### config.mk
export PLATFORM = sky130hd
export DESIGN_NAME = remote_debug_packet_receiver_top_flat
export DESIGN_NICKNAME = d
export VERILOG_FILES = /design/src/hw/rtl/rdpr_pkg.sv /design/src/hw/rtl/rdpr_byte_if.sv /design/src/hw/rtl/rdpr_event_if.sv /design/src/hw/rtl/remote_debug_packet_receiver_top.sv /design/src/flat_wrapper.sv
export SDC_FILE = /design/constraint.sdc
export NUM_CORES = 1
export LEC_CHECK = 0
export BUFFER_PORTS_ARGS = -buffer_cell sky130_fd_sc_hd__buf_4
export CAP_MARGIN = 30
export CORE_UTILIZATION = 58
export DETAILED_ROUTE_END_ITERATION = 6
export PLACE_DENSITY = 0.79
export SLEW_MARGIN = 20
export SYNTH_ARGS = -nofsm -noshare
export SYNTH_HDL_FRONTEND = slang
export SYNTH_SLANG_ARGS = --single-unit
### constraint.sdc
create_clock -name clk -period 4.45 [get_ports clk]
set_input_delay 0.89 -clock clk [delete_from_list [all_inputs] [get_ports clk]]
set_output_delay 0.89 -clock clk [all_outputs]
set_load 0.02 [all_outputs]
### src/hw/rtl/rdpr_pkg.sv
// Shared constants, types and helper functions of the remote-debug packet receiver.
`default_nettype none

package rdpr_pkg;

    localparam int MaxPacketBytes = 4096;
    localparam int CountW = $clog2(MaxPacketBytes);
    localparam logic [CountW-1:0] CountLimit = CountW'(MaxPacketBytes - 1);

    localparam logic [7:0] CharBreak   = 8'h03;
    localparam logic [7:0] CharDollar  = 8'h24;
    localparam logic [7:0] CharPercent = 8'h25;
    localparam logic [7:0] CharHash    = 8'h23;
    localparam logic [7:0] CharBrace   = 8'h7D;
    localparam logic [7:0] CharMinus   = 8'h2D;

    typedef enum logic [2:0] {
        EV_PAYLOAD = 3'd0,
        EV_GOOD    = 3'd1,
        EV_BAD     = 3'd2,
        EV_BREAK   = 3'd3,
        EV_RESEND  = 3'd4,
        EV_ERROR   = 3'd5
    } event_t;

    typedef enum logic [3:0] {
        PH_IDLE = 4'b0001,
        PH_BODY = 4'b0010,
        PH_HIGH = 4'b0100,
        PH_LOW  = 4'b1000
    } phase_t;

    typedef struct packed {
        logic       ok;
        logic [3:0] value;
    } hex_digit_t;

    // A byte that is not a hex digit decodes to zero with ok cleared.
    function automatic hex_digit_t hex_decode(input logic [7:0] c);
        hex_digit_t d;
        d.ok    = 1'b1;
        d.value = 4'd0;
        if (c >= 8'h30 && c <= 8'h39)
        begin
            d.value = 4'(c - 8'h30);
        end
        else if (c >= 8'h61 && c <= 8'h66)
        begin
            d.value = 4'(c - 8'h57);
        end
        else if (c >= 8'h41 && c <= 8'h46)
        begin
            d.value = 4'(c - 8'h37);
        end
        else
        begin
            d.ok = 1'b0;
        end
        return d;
    endfunction

endpackage

`default_nettype wire

### src/hw/rtl/rdpr_byte_if.sv
// Channel that carries received serial bytes into the receiver.
`default_nettype none

interface rdpr_byte_if;
    logic       valid;
    logic       ready;
    logic [7:0] rx_byte;

    modport source (output valid, output rx_byte, input ready);
    modport sink   (input valid, input rx_byte, output ready);
endinterface

`default_nettype wire

### src/hw/rtl/rdpr_event_if.sv
// Channel that carries framing events out of the receiver.
`default_nettype none

interface rdpr_event_if;
    logic        valid;
    logic        ready;
    logic [2:0]  event_res;
    logic [7:0]  data_byte;
    logic [7:0]  computed_sum;
    logic [11:0] payload_length;
    logic        is_notification;

    modport source (output valid, output event_res, output data_byte, output computed_sum,
                    output payload_length, output is_notification, input ready);
    modport sink   (input valid, input event_res, input data_byte, input computed_sum,
                    input payload_length, input is_notification, output ready);
endinterface

`default_nettype wire

### src/hw/rtl/remote_debug_packet_receiver_top.sv
// Top level of the remote-debug packet receiver: framing state and event output.
//
// The receiver takes one serial byte per transaction on byte_in and gives at most
// one event per byte on event_out: a payload byte, a packet verdict (good or bad,
// with the received checksum, the computed sum and the payload length), a break
// request, a resend request or a framing error. Bytes that only change the framing
// state (packet openers, ignored bytes, the terminator) give no event.
// A byte is held in an input register; the framing update and the event decode
// run combinationally from there into the output register. An event is presented
// on event_out once its byte has passed the input register and then the output
// register. A byte can be accepted every cycle while the event sink does not stall,
// so the sustained rate is then one byte per cycle.
// Reset clears the framing state to idle and empties both registers.
// When the event sink stalls, the output register holds its event and the input
// register still takes one more byte; bytes that give no event keep flowing only
// once the output register drains, and byte_in.ready falls while both are full.
`default_nettype none

module remote_debug_packet_receiver_top (
    input  wire              clk,
    input  wire              rst_n,
    rdpr_byte_if.sink        byte_in,
    rdpr_event_if.source     event_out
);
    import rdpr_pkg::*;

    logic              in_valid_reg;
    logic [7:0]        in_byte_reg;

    phase_t            phase_reg, phase_next;
    logic [7:0]        sum_reg, sum_next;
    logic [CountW-1:0] count_reg, count_next;
    logic [3:0]        high_digit_reg, high_digit_next;
    logic              high_ok_reg, high_ok_next;
    logic              unframed_reg, unframed_next;
    logic              note_reg, note_next;

    logic              out_valid_reg;
    event_t            out_event_reg;
    logic [7:0]        out_data_reg;
    logic [7:0]        out_sum_reg;
    logic [11:0]       out_len_reg;
    logic              out_note_reg;

    logic              out_free;
    logic              advance;
    logic              emit;
    event_t            ev;
    logic [7:0]        ev_data;
    logic [7:0]        ev_sum;
    logic [11:0]       ev_len;
    logic              ev_note;
    hex_digit_t        digit;
    logic [7:0]        got;

    assign out_free      = !out_valid_reg || event_out.ready;
    assign advance       = in_valid_reg && out_free;
    assign byte_in.ready = !in_valid_reg || advance;

    assign digit      = hex_decode(in_byte_reg);
    assign got        = {high_digit_reg, digit.value};

    always_comb
    begin
        phase_next      = phase_reg;
        sum_next        = sum_reg;
        count_next      = count_reg;
        high_digit_next = high_digit_reg;
        high_ok_next    = high_ok_reg;
        unframed_next   = unframed_reg;
        note_next       = note_reg;
        emit            = 1'b0;
        ev              = EV_ERROR;
        ev_data         = 8'd0;
        ev_sum          = 8'd0;
        ev_len          = 12'd0;
        ev_note         = 1'b0;

        if (in_byte_reg == CharBrace)
        begin
            phase_next    = PH_IDLE;
            unframed_next = 1'b0;
            emit          = 1'b1;
            ev            = EV_ERROR;
        end
        else
        begin
            case (phase_reg)
                PH_IDLE:
                begin
                    if (in_byte_reg == CharDollar || in_byte_reg == CharPercent)
                    begin
                        sum_next      = 8'd0;
                        count_next    = '0;
                        note_next     = (in_byte_reg == CharPercent);
                        unframed_next = 1'b0;
                        phase_next    = PH_BODY;
                    end
                    else if (in_byte_reg == CharBreak)
                    begin
                        emit = 1'b1;
                        ev   = EV_BREAK;
                    end
                    else if (in_byte_reg == CharMinus)
                    begin
                        emit = 1'b1;
                        ev   = EV_RESEND;
                    end
                    else if (in_byte_reg == CharHash)
                    begin
                        // A terminator with no opener still consumes two digits.
                        sum_next      = 8'd0;
                        count_next    = '0;
                        note_next     = 1'b0;
                        unframed_next = 1'b1;
                        phase_next    = PH_HIGH;
                    end
                end
                PH_BODY:
                begin
                    if (in_byte_reg == CharBreak)
                    begin
                        phase_next = PH_BODY;
                    end
                    else if (in_byte_reg == CharDollar)
                    begin
                        sum_next      = 8'd0;
                        count_next    = '0;
                        note_next     = 1'b0;
                        unframed_next = 1'b0;
                    end
                    else if (in_byte_reg == CharHash)
                    begin
                        phase_next = PH_HIGH;
                    end
                    else if (count_reg == CountLimit)
                    begin
                        phase_next = PH_IDLE;
                        emit       = 1'b1;
                        ev         = EV_ERROR;
                    end
                    else
                    begin
                        sum_next   = sum_reg + in_byte_reg;
                        count_next = count_reg + 1'b1;
                        emit       = 1'b1;
                        ev         = EV_PAYLOAD;
                        ev_data    = in_byte_reg;
                        ev_note    = note_reg;
                    end
                end
                PH_HIGH:
                begin
                    high_digit_next = digit.value;
                    high_ok_next    = digit.ok;
                    phase_next      = PH_LOW;
                end
                PH_LOW:
                begin
                    emit = 1'b1;
                    if (!unframed_reg && high_ok_reg && digit.ok && got == sum_reg)
                    begin
                        ev = EV_GOOD;
                    end
                    else
                    begin
                        ev = EV_BAD;
                    end
                    ev_data       = got;
                    ev_sum        = sum_reg;
                    ev_len        = 12'(count_reg);
                    ev_note       = note_reg;
                    phase_next    = PH_IDLE;
                    unframed_next = 1'b0;
                end
                default:
                begin
                    phase_next = PH_IDLE;
                end
            endcase
        end
    end

    always_ff @(posedge clk or negedge rst_n)
    begin
        if (!rst_n)
        begin
            in_valid_reg   <= 1'b0;
            out_valid_reg  <= 1'b0;
            phase_reg      <= PH_IDLE;
            sum_reg        <= 8'd0;
            count_reg      <= '0;
            high_digit_reg <= 4'd0;
            high_ok_reg    <= 1'b0;
            unframed_reg   <= 1'b0;
            note_reg       <= 1'b0;
        end
        else
        begin
            if (byte_in.ready)
            begin
                in_valid_reg <= byte_in.valid;
            end
            if (out_free)
            begin
                out_valid_reg <= advance && emit;
            end
            if (advance)
            begin
                phase_reg      <= phase_next;
                sum_reg        <= sum_next;
                count_reg      <= count_next;
                high_digit_reg <= high_digit_next;
                high_ok_reg    <= high_ok_next;
                unframed_reg   <= unframed_next;
                note_reg       <= note_next;
            end
        end
    end

    always_ff @(posedge clk)
    begin
        if (byte_in.valid && byte_in.ready)
        begin
            in_byte_reg <= byte_in.rx_byte;
        end
        if (advance && emit)
        begin
            out_event_reg <= ev;
            out_data_reg  <= ev_data;
            out_sum_reg   <= ev_sum;
            out_len_reg   <= ev_len;
            out_note_reg  <= ev_note;
        end
    end

    assign event_out.valid           = out_valid_reg;
    assign event_out.event_res       = out_event_reg;
    assign event_out.data_byte       = out_data_reg;
    assign event_out.computed_sum    = out_sum_reg;
    assign event_out.payload_length  = out_len_reg;
    assign event_out.is_notification = out_note_reg;

    // A good verdict always carries a checksum equal to the computed sum.
    assert property (@(posedge clk) disable iff (!rst_n)
        (out_valid_reg && out_event_reg == EV_GOOD) |-> (out_data_reg == out_sum_reg))
    else $error("good verdict with mismatching checksum");

    // The payload count never passes the largest legal packet size.
    assert property (@(posedge clk) disable iff (!rst_n)
        count_reg <= CountLimit)
    else $error("payload count beyond packet limit");

    // A $ packet opener seen while idle leads into the packet body with the count cleared.
    assert property (@(posedge clk) disable iff (!rst_n)
        (advance && phase_reg == PH_IDLE && in_byte_reg == CharDollar)
        |=> (phase_reg == PH_BODY && count_reg == '0))
    else $error("packet opener did not enter the body");

endmodule

`default_nettype wire
### src/flat_wrapper.sv
// flat-port wrapper written by rule: the top's interface ports become plain ports
module remote_debug_packet_receiver_top_flat import rdpr_pkg::*;
  (clk, rst_n, byte_in_valid, byte_in_rx_byte, byte_in_ready, event_out_valid, event_out_event_res, event_out_data_byte, event_out_computed_sum, event_out_payload_length, event_out_is_notification, event_out_ready);
  rdpr_byte_if byte_in_i ();
  rdpr_event_if event_out_i ();
  input  wire clk;
  input  wire rst_n;
  input wire logic [$bits(byte_in_i.valid)-1:0] byte_in_valid;
  input wire logic [$bits(byte_in_i.rx_byte)-1:0] byte_in_rx_byte;
  output wire logic [$bits(byte_in_i.ready)-1:0] byte_in_ready;
  output wire logic [$bits(event_out_i.valid)-1:0] event_out_valid;
  output wire logic [$bits(event_out_i.event_res)-1:0] event_out_event_res;
  output wire logic [$bits(event_out_i.data_byte)-1:0] event_out_data_byte;
  output wire logic [$bits(event_out_i.computed_sum)-1:0] event_out_computed_sum;
  output wire logic [$bits(event_out_i.payload_length)-1:0] event_out_payload_length;
  output wire logic [$bits(event_out_i.is_notification)-1:0] event_out_is_notification;
  input wire logic [$bits(event_out_i.ready)-1:0] event_out_ready;
  assign byte_in_i.valid = byte_in_valid;
  assign byte_in_i.rx_byte = byte_in_rx_byte;
  assign byte_in_ready = byte_in_i.ready;
  assign event_out_valid = event_out_i.valid;
  assign event_out_event_res = event_out_i.event_res;
  assign event_out_data_byte = event_out_i.data_byte;
  assign event_out_computed_sum = event_out_i.computed_sum;
  assign event_out_payload_length = event_out_i.payload_length;
  assign event_out_is_notification = event_out_i.is_notification;
  assign event_out_i.ready = event_out_ready;
  remote_debug_packet_receiver_top u_core (.clk(clk), .rst_n(rst_n), .byte_in(byte_in_i), .event_out(event_out_i));
endmodule
### Word level (Yosys, flattened, before mapping)

Index checks and enable logic that the tools add are counted.

* equality and inequality tests: 26
* bitwise operators: 2
* $lt $le $gt $ge: 6
* reduce and logical (&&, ||, !) cells: 23
* $add $sub $neg: 5
* muxes and demuxes: 74

Operators by type and width (count)
* $mux 12: 8
* $mux 8: 12
* $mux 4: 12
* $eq 8x6->1 const B: 4
* $pmux 8 s2: 2
* $mux 1: 26
* $pmux 12 s2: 1
* $mux 3: 6
* $ge 8x7->1 const B: 2
* $le 8x7->1 const B: 2
* $ne 3x2->1 const B: 5
* $add 12x1->12 const B: 1
* $eq 12x12->1 const B: 1
* $pmux 4 s3: 1
* $logic_and 1x1->1: 9
* $pmux 3 s3: 1
* $reduce_and 9->1: 1
* $add 8x8->8: 1
* $eq 8x2->1 const B: 1
* $eq 8x7->1 const B: 1
* $eq 8x8->1: 1
* $ge 8x6->1 const B: 1
* $le 8x6->1 const B: 1
* $ne 4x2->1 const B: 2
* other kinds (25): 34

* logic and storage cells: 151
* output and inout port bits: 34
* bits in registers: 73
* input port bits: 12

### Longest topological paths before layout

Gate-level depths: netlist of the first run.

* depth after elaboration: 9
* mapped depth: 10
* depth with buffers taken out: 8

### Least setup slack after synthesis of the first run

Ideal clock, no wire load.

* path type: reg-to-reg
* start point: register u_core.phase_reg[0]
* end point: register u_core.out_sum_reg[0], in the netlist u_core.event_out.computed_sum[0] (enable)
* library setup time: 0.442 ns
* clock period less this slack: 3.928 ns
* required time: 4.008 ns
* slack: 0.522 ns
* arrival time: 3.486 ns
* stages on the path, launching flop included: 6
* path buffers: 1
* path through: dfstp_2 -> buf_2 -> or4b_2 -> a41oi_2 -> nand2_1 -> a41oi_1

* longest elaborated chain between the ends: 4
* elaborated cells between the ends (all ways): 6
* classes of those cells: 3 x eq/ne; 2 x mux; 1 x reduce/logical

RTL lines
* start, declared: RTL line remote_debug_packet_receiver_top.sv:30 `phase_t phase_reg, phase_next;`
* start signal, assigned: RTL line remote_debug_packet_receiver_top.sv:210 `phase_reg <= phase_next;`
* $eq 4x4->1, or another cell as far along: RTL line remote_debug_packet_receiver_top.sv:88 `case (phase_reg)`
* $pmux 1 s3 *: RTL line remote_debug_packet_receiver_top.sv:88
* $mux 1 *: RTL line remote_debug_packet_receiver_top.sv:79 `if (in_byte_reg == CharBrace)`
* $logic_and 1x1->1 *: RTL line remote_debug_packet_receiver_top.sv:227 `if (advance && emit)`
* end signal, assigned: RTL line remote_debug_packet_receiver_top.sv:231 `out_sum_reg <= ev_sum;`
* end, declared: RTL line remote_debug_packet_receiver_top.sv:41 `logic [7:0] out_sum_reg;`

Mark *: on every way between the ends. The rest lies on a longest branch, timed or not.
A chain may end at the register's enable or synchronous reset.

### Worst setup path after layout of the first run

* start point: register u_core.in_byte_reg[1]
* end point: register u_core.count_reg[11]

* longest elaborated chain between the ends: 4
* elaborated cells between the ends (all ways): 19
* classes of those cells: 12 x eq/ne; 4 x mux; 1 x bitwise; 2 x reduce/logical

RTL lines
* start, declared: RTL line remote_debug_packet_receiver_top.sv:28 `logic [7:0] in_byte_reg;`
* start signal, assigned: RTL line remote_debug_packet_receiver_top.sv:225 `in_byte_reg <= byte_in.rx_byte;`
* $eq 8x6->1, on equally long branches: RTL line remote_debug_packet_receiver_top.sv:91, remote_debug_packet_receiver_top.sv:125
* $logic_or 1x1->1 / $mux 12 (equally long branches): RTL line remote_debug_packet_receiver_top.sv:91, remote_debug_packet_receiver_top.sv:125
* $ne 3x2->1 (no source line), or another cell as far along
* $reduce_and 9->1 (no source line) / $pmux 12 s2 (equally long branches)
* end signal, assigned: RTL line remote_debug_packet_receiver_top.sv:212 `count_reg <= count_next;`
* end, declared: RTL line remote_debug_packet_receiver_top.sv:32 `logic [CountW-1:0] count_reg, count_next;`

Parallel ways exist; a longest one is shown, timed or not. The select of a mux whose other input is x is not followed.

==> run metrics, run 1 <==
asr flop ratio synth=0.4521; Achievable Freq=between 300 and 400 MHz; Num Clock Sinks=73; post-route setup TNS=0 ns; Tot GR Track Use=0.2576; Worst slew margin=0.3516; Critical Path Start Type=register; Buffers on Ports=between 40 and 50; Slowest cell on crit path=a2111oi_4; Mapped Cells=about 370; diode count=0; Die Width=around 85 um; Final Util=0.6999; Max rail drop VDD=approximately 0.00024 V; nets@finish=about 440; WL/cell=approximately 18 um; Final Instance Area=~0.0045 sq mm; die area=a little over 0.007 sq mm; HP Class=primary input to asynchronous set/reset pin; CTS HTree Levels=3; placed cells=478; Rows=29; Syn Std Cell Area=about 0.004 sq mm; leakage=1.883 nW; vias in the first global route=around 2800; Main synth FF type=edfxtp_1; MaxCap Viol Count=0; Seq cells post-synth=73; Die Y=84.53 um; HPWL Detailed=around 6.2 mm; I/O Pins=46; crit path kind=register to register; Fin Clk Skew=~0.009 ns; commonest cells after routing, fill and taps aside=buf_4 (48), edfxtp_1 (40), dfrtp_1 (32); vias=around 3100; Register-to-Register Path Depth=8; first-pass GRT wire length=14.03 mm; Root Driver=clkbuf_8; Post-Syn Nets=~400; failing checks=DRC; # DRC=6; worst-margin pin slew=slightly below 1 ns; Power Dens Cells=slightly above 300 mW/mm^2; GPL Wtd Cong=0.9437; crit-path cells=inv_1, ha_1, o21ai_0, a211o_1, a2111oi_4, nand3_4, or4_1, a21oi_1; cts bufs inserted=9; antenna violations before repair=0; Final Cycle Share=0.7146; global route overflow=0; Arr. time, crit path=between 3 and 4 ns; R2R Setup Slk=around 1.3 ns; CTS Hold Buffers Added=0; Synth area leaders=edfxtp_1 (30%), dfrtp_1 (20%), and3_1 (4.0%), ha_1 (3.5%), nand2_1 (2.6%); postcts setup bufs=0; share of cells above drive strength 1=0.2010; final hold vios=0; FF-to-FF End=u_core.count_reg[11]; largest net degree at the start of global routing=34; CTS clk-pin slew, worst paths=0.07 ns; Tot Pwr=1.397 mW; cell taking the most area after synthesis=edfxtp_1; Setup violations, final=0; First DRT Iteration DRCs=between 150 and 200; Critical Path End Type=register; Slew Viols, Final=0; drt pass-1 iters=7; post-CTS resize count=0; CTS tree=built; Syn Area/Cell=between 10 and 15 sq um; Critical Path Fanout Max=25; DR vias/cell=around 6.2; Initial Util=0.6116; R2R Path Start=u_core.in_byte_reg[1]; distinct cell type count after synthesis=65; core outline area=between 0.006 and 0.007 sq mm; Area after DPL=approximately 0.0044 sq mm; total wire length=just under 9 mm; Max stage delay on crit path=roughly 0.66 ns; post-synthesis sequential area ratio=0.5135; Area Growth Syn to Fin=14.44%; Final min period=3.180 ns; Post-synth EDFFs=40; Req. time, crit path=roughly 4.7 ns; RSZ-0062 raised after global routing=false; insertion delay to the later sink of the worst-skew pair=between 0.3 and 0.4 ns; remaining antenna violation count=0; Yosys top cell area share=0.3041; commonest non-fill, non-tap cell in the layout=buf_4; Cell Count, Final, Fillers Out=about 500; outcome=complete, but fails checks; warnings from Yosys=0; Clock Tree Buf Depth=2
==> worst max-delay path: cells and delay by family, from the launching register on <==
family | cells | cell delay, ns
AOI/OAI and AO/OA | 4 | 1.32
and+or+nand+nor | 2 | 0.81
adders and majority gates | 1 | 0.31
DFF | 1 | 0.53
buffers and inverters | 1 | 0.13
==> kinds of logic after synthesis <==
kind of cell | after synthesis | synth area share
adders and majority gates | 12 | 0.03991
buffers and inverters | 28 | 0.03009
xor gates and xnor gates | 19 | 0.04213
and+or+nand+nor | 152 | 0.2154
muxes | 8 | 0.02186
AOI/OAI and AO/OA | 77 | 0.1372
DFF | 73 | 0.5135
==> worst max path at each step <==
stage                                     start                                   to  depth (start not counted)
final                     u_core.in_byte_reg[1]                 u_core.count_reg[11]                          8
after CTS                   u_core.phase_reg[1]   u_core.event_out.payload_length[3]                          5
after detailed placement    u_core.phase_reg[1]     u_core.event_out.computed_sum[6]                          5
after global placement      u_core.phase_reg[1]  u_core.event_out.payload_length[10]                          5
after global routing      u_core.in_byte_reg[1]             u_core.high_digit_reg[1]                          8
after floorplan             u_core.phase_reg[0]     u_core.event_out.computed_sum[0]                          5
==> cell type report <==
type	count	area [sq um]
Timing Repair Buffer	49	365.4
Sequential cell	73	2028
Inverter	12	45.04
Clock buffer	12	135.1
Tap cell	77	96.34
Fill cell	467	1938
Multi-Input combinational cell	268	1828
Clock inverter	4	22.52
==> power breakdown <==
part	switching [mW]	total, mW	internal, mW
clock	0.237	0.437	0.200
combinational	0.121	0.190	0.0698
sequential	0.0322	0.769	0.737
total	0.390	1.40	1.01
==> Yosys cell counts, types with 3 or more instances <==
library cell,n
a22oi_1,6
nand2_1,27
clkbuf_1,10
nand2b_1,6
nor3b_1,4
o31ai_1,7
mux2_2,5
nor2_1,26
ha_1,11
nand4_1,9
and3_1,25
inv_1,12
edfxtp_1,40
nor3_1,10
o21ai_0,17
nand3_1,13
nor4b_1,3
xnor2_1,8
a21oi_1,14
or3_1,4
mux2i_1,3
a21o_1,3
dfrtp_1,32
xor2_1,11
or2_2,4
buf_2,5
o41ai_1,3
nor4_1,3
==> routing by layer <==
layer  global-route usage  up-vias  share of wire
met4              0.08629        0          0.021
met1               0.3458     1459           0.44
met3              0.06195       18          0.071
met5                    0        -              0
met2               0.4146      145           0.47
li1                     -     1471              -
==> per-stage QoR <==
stage	setup slack, ns	hold slack (ns)
final	1.270	0.4786
after detailed placement	1.321	0.5203
after CTS	1.315	0.4857
after global placement	1.335	0.5079
after floorplan	0.5219	0.4725
after global routing	1.129	0.5013
Note: power is estimated with default switching activity, not from simulation.
==> inputs of run 2 (changes only) <==
==> constraint.sdc (replaced) <==
create_clock -name clk -period 3.2 [get_ports clk]
set_input_delay 0.64 -clock clk [delete_from_list [all_inputs] [get_ports clk]]
set_output_delay 0.64 -clock clk [all_outputs]
set_load 0.02 [all_outputs]
==> run 2 against run 1 <==
- the run still ends with DRC left
- count of clock-buffer cells in the layout increased by 1
- register-to-register slack got worse by 1.1 ns
- non-clock buffer count rose by 8
- largest power group unchanged
==> run metrics, run 2 (synthesis results as in run 1) <==
Area after DPL=0.004438 sq mm (+1.8%); Seq pwr share=0.515 (-0.036); # DRC=4 (-2); Sw Ratio=0.2729 (-0.006273); Final Cycle Share=0.9437 (+0.2291); Num Clock Sinks=73 (unchanged); drt pass-1 iters=7 (unchanged); vias in the first global route=3006 (+6.5%); HP Class=primary input to asynchronous set/reset pin; Area Growth Syn to Fin=17.42%; RSZ-0062 raised after global routing=false; Root Driver=clkbuf_8; Max rail drop VDD=0.0002467 V (+4.2%); HPWL Detailed=6.664 mm (+6.8%); MaxCap Viol Count=0 (unchanged); outcome=complete, but fails checks; worst-margin pin slew=0.8325 ns (-0.1321 ns); Fin Clk Skew=0.007191 ns (-0.001701 ns); Critical Path Fanout Max=8 (-68%); leakage=1.953 nW (+3.7%); antenna violations before repair=0 (unchanged); share of cells above drive strength 1=0.2207 (+0.01970); Rows=29 (unchanged); crit path kind=register to register; CTS clk-pin slew, worst paths=0.07 ns (about the same); Req. time, crit path=3.29 ns (-1.44 ns); I/O Pins=46 (unchanged); Register-to-Register Path Depth=8 (unchanged); core outline area=0.006459 sq mm (unchanged); DR vias/cell=6.382 (+2.1%); remaining antenna violation count=0 (unchanged); Final min period=3.020 ns (-0.1603 ns); Cell Count, Final, Fillers Out=503 (+1.6%); storage element area=0.002028 sq mm (unchanged); Critical Path Start Type=register; die area=0.007144 sq mm (unchanged); failing checks=DRC; largest net degree at the start of global routing=34 (unchanged); Setup violations, final=0 (unchanged); WL/cell=18.39 um (+2.8%); commonest non-fill, non-tap cell in the layout=buf_4; global route overflow=0 (unchanged); total internal power=1.505 mW (+50%); Tot GR Track Use=0.2760 (+0.01838); postcts setup bufs=0 (unchanged); insertion delay to the later sink of the worst-skew pair=0.35 ns (about the same); placed cells=487 (+1.9%); combinational share of power=0.137 (about the same); post-route setup TNS=0 ns (unchanged); Final Util=0.7181 (+0.01821); P_sw=0.5648 mW (+45%); First DRT Iteration DRCs=304 (+56%); GPL Wtd Cong=0.9598 (+1.7%); Slew Viols, Final=0 (unchanged); Critical Path End Type=register; Final Instance Area=0.004638 sq mm (+2.6%); Clock Tree Buf Depth=2 (unchanged); Arr. time, crit path=3.11 ns (-0.35 ns); cts bufs inserted=9 (unchanged); Power Dens Cells=446.3 mW/mm^2 (+44%); post-CTS resize count=0 (unchanged); final hold vios=0 (unchanged); Initial Util=0.6116 (unchanged); commonest cells after routing, fill and taps aside=buf_4 (56), edfxtp_1 (40), dfrtp_1 (32); CTS HTree Levels=3 (unchanged); Clk network pwr share=0.348 (+0.035); multi-input logic area=0.001828 sq mm (unchanged); total wire length=9.250 mm (+4.5%); Fillers=479 (+2.6%); Worst slew margin=0.4438 (+0.09219); nets@finish=445 (+1.8%); Buffers on Ports=45 (unchanged); CTS tree=built; vias=3210 (+3.8%); first-pass GRT wire length=15.07 mm (+7.4%); CTS Hold Buffers Added=0 (unchanged); Die Y=84.53 um (unchanged); diode count=0 (unchanged); Achievable Freq=331.1 MHz (+5.3%); Die Width=84.53 um (unchanged)
==> run 2: cell count changes in the layout (fill, tap and decap cells not counted) <==
cell       previous run  this run
clkinv_2              3         0
clkbuf_2              1         0
clkbuf_8              9        11
clkbuf_16             0         1
inv_4                 0         2
buf_4                48        56
clkbuf_1              3         1
buf_12                0         1
==> run 2: path summary, 6_finish.rpt <==
path                                            start                       endpoint  slack, ns
worst max-delay path            u_core.in_byte_reg[1]  u_core.event_out.event_res[1]       0.18
worst min-delay path                            rst_n            u_core.phase_reg[1]       0.23
worst max register to register  u_core.in_byte_reg[1]  u_core.event_out.event_res[1]       0.18
worst min register to register     u_core.high_ok_reg             u_core.high_ok_reg       0.54
max in group asynchronous                       rst_n            u_core.phase_reg[0]       2.64
min in group clk                   byte_in_rx_byte[1]          u_core.in_byte_reg[1]       0.46
==> run 2: final cells by class <==
type / count / area share
timing repair buffer: 57 / 0.09496
clock buffer: 13 / 0.03885
clock inverter: 3 / 0.004316
sequential: 73 / 0.4373
multi-input combinational: 268 / 0.3941
tap: 77 / 0.02077
inverter: 12 / 0.009711
==> run 2: worst max-delay path, stage by stage, from the launching register on <==
cell and delay [ns]:
edfxtp_1 0.53, inv_1 0.14, ha_1 0.32, or3b_2 0.49, and4_1 0.28, o22ai_1 0.28
xnor2_1 0.13, o41ai_1 0.46, a21oi_1 0.13
==> run 2: power by group through the flow <==
stage	logic [mW]	clock network, mW	registers [mW]
floorplan	0.216	0	1.06
global placement	0.274	0	1.08
global route	0.313	0.758	1.07
detailed placement	0.282	0	1.08
CTS	0.283	0.726	1.06
finish	0.284	0.720	1.07
==> run 2: routing by layer <==
layer	share of wire	track usage	routed length [um]	vias to the layer above
met5	0	0	0	-
met4	0.016	0.08475	151	0
met1	0.43	0.3797	3938	1548
li1	-	-	-	1491
met2	0.48	0.4531	4465	155
met3	0.075	0.04523	695	16
==> run 2: stage by stage <==
stage / power, mW / worst slack (ns) / hold WS, ns
6_report: 2.070 / 0.1802 / 0.2296
5_1_grt: 2.142 / 0.01913 / 0.2620
4_1_cts: 2.073 / 0.2225 / 0.2418
3_5_place_dp: 1.366 / 0.2739 / 0.5210
3_3_place_gp: 1.356 / 0.3923 / 0.5107
2_1_floorplan: 1.279 / 0.2928 / 0.3444
